===== config.mk =====
export PLATFORM = sky130hd
export DESIGN_NAME = hmpn_back
export DESIGN_NICKNAME = d
export VERILOG_FILES = /design/src/hdl/hmpn_pkg.sv /design/src/hdl/hmpn_back.sv
export SDC_FILE = /design/constraint.sdc
export NUM_CORES = 1
export LEC_CHECK = 0
export ABC_CLOCK_PERIOD_IN_PS = 5600
export BUFFER_PORTS_ARGS = -buffer_cell sky130_fd_sc_hd__buf_4
export CORE_MARGIN = 4
export CORE_UTILIZATION = 35
export CTS_CLUSTER_SIZE = 10
export DETAILED_ROUTE_END_ITERATION = 8
export SKIP_CTS_REPAIR_TIMING = 1
export SLEW_MARGIN = 20
export SYNTH_ARGS = -nofsm -noshare
export SYNTH_HDL_FRONTEND = slang
export SYNTH_SLANG_ARGS = --single-unit

===== constraint.sdc =====
create_clock -name clk -period 5.6 [get_ports clk]
set_input_delay 1.68 -clock clk [delete_from_list [all_inputs] [get_ports clk]]
set_output_delay 1.68 -clock clk [all_outputs]
set_load 0.005 [all_outputs]

===== src/hdl/hmpn_pkg.sv =====
// ============================================================================
// hmpn_pkg: shared types and constants of the heatmap peak finder
// geometry, window size, config codes and the result item format
// ============================================================================
`default_nettype none

package hmpn_pkg;

    localparam int WINDOW       = 20;
    localparam int HALF_WIN     = WINDOW / 2;
    localparam int HMAX_LINES   = WINDOW - 1;
    localparam int CENTER_LINES = WINDOW - HALF_WIN;
    localparam int MAX_WIDTH    = 256;
    localparam int MAX_HEIGHT   = 256;

    localparam int PIX_W    = 16;
    localparam int THR_W    = 15;
    localparam int MARGIN_W = 8;
    localparam int GEOM_W   = 9;
    localparam int COL_W    = $clog2(MAX_WIDTH);
    localparam int ROW_W    = $clog2(MAX_HEIGHT);
    localparam int SLOT_H_W = $clog2(HMAX_LINES);
    localparam int SLOT_C_W = $clog2(CENTER_LINES);
    localparam int CDEPTH   = CENTER_LINES * MAX_WIDTH;
    localparam int CADDR_W  = $clog2(CDEPTH);

    // max reduction tree: groups of four per stage
    localparam int GRP   = 4;
    localparam int HGRPS = (WINDOW + GRP - 1) / GRP;
    localparam int VGRPS = (HMAX_LINES + GRP - 1) / GRP;

    localparam int PIPE_DEPTH  = 3;
    localparam int INFLIGHT_W  = $clog2(PIPE_DEPTH + 1);
    localparam int FIFO_DEPTH  = 8;
    localparam int FIFO_PTR_W  = $clog2(FIFO_DEPTH);
    localparam int FIFO_CNT_W  = $clog2(FIFO_DEPTH + 1);

    localparam int CFG_IDX_W  = 2;
    localparam int CFG_DATA_W = 15;

    typedef enum logic [CFG_IDX_W-1:0] {
        CFG_WIDTH     = 2'd0,
        CFG_HEIGHT    = 2'd1,
        CFG_THRESHOLD = 2'd2,
        CFG_MARGIN    = 2'd3
    } cfg_idx_t;

    typedef logic signed [PIX_W-1:0] pix_t;

    typedef struct packed {
        logic [GEOM_W-1:0]   width;
        logic [GEOM_W-1:0]   height;
        logic [THR_W-1:0]    threshold;
        logic [MARGIN_W-1:0] margin;
    } cfg_t;

    typedef struct packed {
        logic             is_keypoint;
        logic [COL_W-1:0] peak_x;
        logic [ROW_W-1:0] peak_y;
        logic             frame_end;
    } result_t;

    function automatic pix_t max2(input pix_t a, input pix_t b);
        return (a > b) ? a : b;
    endfunction

endpackage

`default_nettype wire


===== src/hdl/hmpn_back.sv =====
// ============================================================================
// hmpn_back: result queue and output register
// buffers decided results and presents them on the output channel
// ============================================================================
`default_nettype none

module hmpn_back (
    input  wire logic                              clk,
    input  wire logic                              rst_n,
    input  wire logic                              push_valid,
    input  wire hmpn_pkg::result_t                 push_item,
    output logic [hmpn_pkg::FIFO_CNT_W-1:0]        fifo_count,
    input  wire logic                              out_stall,
    output logic                                   out_valid,
    output hmpn_pkg::result_t                      out_item
);
    import hmpn_pkg::*;

    result_t                fifo_mem [FIFO_DEPTH];
    logic [FIFO_PTR_W-1:0]  wr_ptr_reg, rd_ptr_reg;
    logic [FIFO_CNT_W-1:0]  cnt_reg;
    logic                   out_valid_reg;
    result_t                out_item_reg;
    logic                   pop;

    assign pop = (cnt_reg != '0) && (!out_valid_reg || !out_stall);

    always_ff @(posedge clk)
    begin
        if (push_valid)
        begin
            fifo_mem[wr_ptr_reg] <= push_item;
        end
        if (pop)
        begin
            out_item_reg <= fifo_mem[rd_ptr_reg];
        end
    end

    always_ff @(posedge clk or negedge rst_n)
    begin
        if (!rst_n)
        begin
            wr_ptr_reg    <= '0;
            rd_ptr_reg    <= '0;
            cnt_reg       <= '0;
            out_valid_reg <= 1'b0;
        end
        else
        begin
            if (push_valid)
            begin
                wr_ptr_reg <= wr_ptr_reg + 1'b1;
            end
            if (pop)
            begin
                rd_ptr_reg <= rd_ptr_reg + 1'b1;
            end
            cnt_reg <= cnt_reg + FIFO_CNT_W'(push_valid) - FIFO_CNT_W'(pop);
            if (pop)
            begin
                out_valid_reg <= 1'b1;
            end
            else if (!out_stall)
            begin
                out_valid_reg <= 1'b0;
            end
        end
    end

    assign fifo_count = cnt_reg;
    assign out_valid  = out_valid_reg;
    assign out_item   = out_item_reg;

    a_no_overflow: assert property (@(posedge clk) disable iff (!rst_n)
        !(push_valid && cnt_reg == FIFO_CNT_W'(FIFO_DEPTH)))
        else $error("result queue overflow");

endmodule

`default_nettype wire


# [Yosys cells after proc, flatten, opt, wreduce, memory -nomap -nowiden]
# Memories as Yosys holds them, arrays and structs flattened. A register that Yosys moved wholly into a read port is not among the register bits.
# Cells that the tools add are included.
[totals] regBits=11 ram_bits=144 output_inout_bits=23 n_memories=1
[memory_table] memory="fifo_mem" depth=8 width=18 rd=1 rd_ports_with_merged_regs=1 write_ports=1 line_no="hmpn_back.sv:19" rtl="result_t fifo_mem [FIFO_DEPTH];"
[classes] add_sub_neg=4 n_eq_ne=1 muxes=4 reduce_logical=5
[op_table] op="$add A3 B1 Y3 const B" count=2
[op_table] op="$add A4 B1 Y4" count=1
[op_table] op="$mux W1" count=4
[op_table] op="$reduce_bool A4 Y1" count=1
[op_table] op="$sub A4 B1 Y4" count=1
[op_table] op="$logic_not A1 Y1" count=2
[op_table] op="$ne A2 B1 Y1 const B" count=1
[op_table] op="$logic_and A1 B1 Y1" count=1
[op_table] op="$logic_or A1 B1 Y1" count=1

# [Longest topological paths before layout]
[logic_depth] ltp_word=4 mapped_depth=11 mapped_depth_nobuf=11

# [Worst setup path before layout]
# OpenSTA, ideal clock, no wires.
[synth_path] kind="input port to flip-flop" from="in push_valid" to="mem fifo_mem[0][0] in the netlist's numbering (enable)" arrival_time_ns=3.042 setup_slack_ns=2.142 path_stages=2 n_path_buf=0 cell_sequence="nand2b_1 > nor3_1"
[synth_via] elab_chain_cells=2
[synth_rtl] element="from (decl)" line_no="hmpn_back.sv:10" rtl="input wire logic push_valid,"
[synth_rtl] element="$mux W1" line_no="hmpn_back.sv:30" rtl="if (push_valid)"
[synth_rtl] element="$mux W1 (not written as such)" line_no="hmpn_back.sv:32" rtl="fifo_mem[wr_ptr_reg] <= push_item;"
[synth_rtl] element="to (decl)" line_no="hmpn_back.sv:19"
# No other way between the ends.

# [Worst setup path in the final report]
[layout_path] from="in push_valid" to="mem fifo_mem[4][12] in the netlist's numbering (enable)"
# The elaborated chain is that of the path after synthesis.

==> metrics.yaml <==
outcome:
  status: "complete, no violations"
global_route:
  grt_remaining_overflow: 0
  grt_pass1_vias: 3207
  antenna_found_initial: 0
  grt_use_total: 0.117
  grt_max_degree: 38
  grt_pass1_wl_um: 18700
drt:
  wl_met2_um: 6020
  dr_wl_met3_um: 468
  drc_errors: 0
  postRouteAntennaNets: 0
  vias_per_cell: 4.93
  wl_met1_um: 5090
  wl_per_cell_um: 19.9
  maxUsedRoutingLayer: "met4"
  routed_wl_um: 11800
  num_vias: 2921
  drt_iter0_drc: 206
  drtPass1Iterations: 4
placement:
  placed_cells: 561
  dp_hpwl_um: 7010
  place_congestion: 0.751
  io_buffers: 44
final_layout:
  nNetsFinal: 376
  fill_cells: 1574
  multi_input_area_um2: 1410
  syn_to_final_growth_pct: 18.3
  drive_gt1_frac: 0.337
  antenna_cells: 0
  instances_no_fill: 593
  largest_reg_flops: 144
  register_area_um2: 5140
clocking:
  cts_buffers: 17
  htree_num_levels: 4
  clk_latency_ps: 420
  cts_buffer_depth: 2
  cts_root_buffer: "clkbuf_16"
  clkTransAtPathRegs_ps: 60
  cts.sinks: 173
  cts_tree: "built"
floorplan:
  die_area_um2: 21200
  die_h_um: 146
  io_pins: 45
  fp.dieW_um: 146
  initial_utilization: 0.355
  rows: 50
  core_um2: 18700
timing:
  tightestPinTransition_ps: 1070
  grt_setup_unrepaired: "no"
  period_needed_ps: 2950
  skew_ps: 7.20
  setup_tns_ps: 0
  fmax_mhz: 339
  drv_slew: 0
  fin_crit_sh: 0.527
  hold_viol: 0
  holdWs_ps: 497
  relSlewSlack: 0.286
  setup_viol: 0
yosys:
  synth_ff_type: "edfxtp_1"
  async_reset_ff_frac: 0.0636
  yosys.area.top_type: "edfxtp_1"
  synth_top_area_frac: 0.733
  synth_commonest_cells: "edfxtp_1 (162), mux4_1 (26), mux2_2 (20)"
  netlist_top_cells_area: "edfxtp_1 (73%), mux4_1 (10%), dfrtp_1 (4.1%), mux2_2 (3.4%), mux4_2 (3.4%)"
  synth.most_common_cell: "edfxtp_1"
  yosysUniqueCellTypes: 22
  ys_seq_area_frac: 0.774
  syn-num-nets: 313
  ys_warn_count: 0
  syn_inst: 283
  synth-seq-cells: 173
  syn_area_um2: 6640
  synth_edf_count: 162
  avgSynthCellArea_um2: 23.5
worst_setup_path:
  startpoint_type: "input port"
  cp_max_fo: 10
  arrival_ps: 3080
  worst_setup_path_end_kind: "register"
  crit_type: "input port to register"
  crit_required_ps: 5730
power_and_ir_drop:
  pwr-share-clk: 0.284
  power.switching_uw: 1090
  power_frac_seq: 0.478
  vdd_drop_max_v: 0.000223
  switching_share: 0.273
  leakage_uw: 0.00273
  p_per_area_nw_per_um2: 508
  p_int_uw: 2900
  combinationalPowerShare: 0.239
flow_run:
  cap_violations: 0
min_path:
  hp-class: "register to register"
-- logic make-up after synthesis --
logic type / after synthesis / synth area share
xor gates and xnor gates: 6 / 0.00791
AOI/OAI and AO/OA: 2 / 0.00188
buffers and inverters: 19 / 0.0156
muxes: 56 / 0.171
and+or+nand+nor: 19 / 0.0136
DFF: 173 / 0.774
adders and majority gates: 8 / 0.0162
-- layer usage --
layer / global-route usage / vias to the layer above
met4: 0.0484 / 0
met1: 0.147 / 1527
met5: 0 / -
met3: 0.0305 / 15
met2: 0.194 / 64
li1: - / 1315
-- metrics by stage --
step                utilization  cell area (µm²)  worst slack [ps]  power (µW)
floorplan                     -             6640              2140        2540
global placement          0.389             7280              2270        2900
finish                    0.420             7860              2650        3990
detailed placement        0.389             7280              2120        2920
CTS                       0.420             7860              2580        4060
global route              0.420             7860              2480        4220
-- layout make-up --
cell class | instances | area share
inverter | 9 | 0.00430
clock inverter | 15 | 0.0193
tap | 234 | 0.0373
clock buffer | 17 | 0.0541
timing repair buffer | 54 | 0.0516
multi-input combinational | 91 | 0.179
sequential | 173 | 0.654
-- placed cells by master, fill, tap and decap left out, types with 5 or more instances in the layout --
cell       instances
inv_6              7
clkbuf_16         17
edfxtp_1         162
nand2_1            5
dfrtp_1            9
nor2_1             6
ha_1               7
mux4_1            26
mux2_2            20
mux4_2            10
buf_4             54
inv_1              9
-- critical path: stages --
cell and delay [ps]:
buf_4 120, nand2b_1 110, nor2_1 820, buf_4 340
-- power groups by stage --
stage                     Clock [µW]  Combinational [µW]  Sequential [µW]
after floorplan                    0                 712             1830
after global placement             0                 963             1940
after detailed placement           0                 979             1940
after CTS                       1160                 985             1920
after global routing            1220                1060             1940
final                           1130                 953             1910
-- worst paths after layout --
| kind | from | end | slack, ps | cells past startpoint |
|---|---|---|---|---|
| max reg2reg | fifo_count[2]$_DFF_PN0_ | fifo_count[2]$_DFF_PN0_ | 3170 | 11 |
| min in group asynchronous | rst_n | fifo_count[2]$_DFF_PN0_ | 1080 | 1 |
| min | rd_ptr_reg[0]$_DFFE_PN0P_ | rd_ptr_reg[0]$_DFFE_PN0P_ | 500 | 1 |
| min reg2reg | rd_ptr_reg[0]$_DFFE_PN0P_ | rd_ptr_reg[0]$_DFFE_PN0P_ | 500 | 1 |
| max in group asynchronous | rst_n | rd_ptr_reg[0]$_DFFE_PN0P_ | 4350 | 1 |
| max | push_valid | fifo_mem[4][12]$_DFFE_PP_ | 2650 | 4 |
Power figures use the tool's default switching activity.
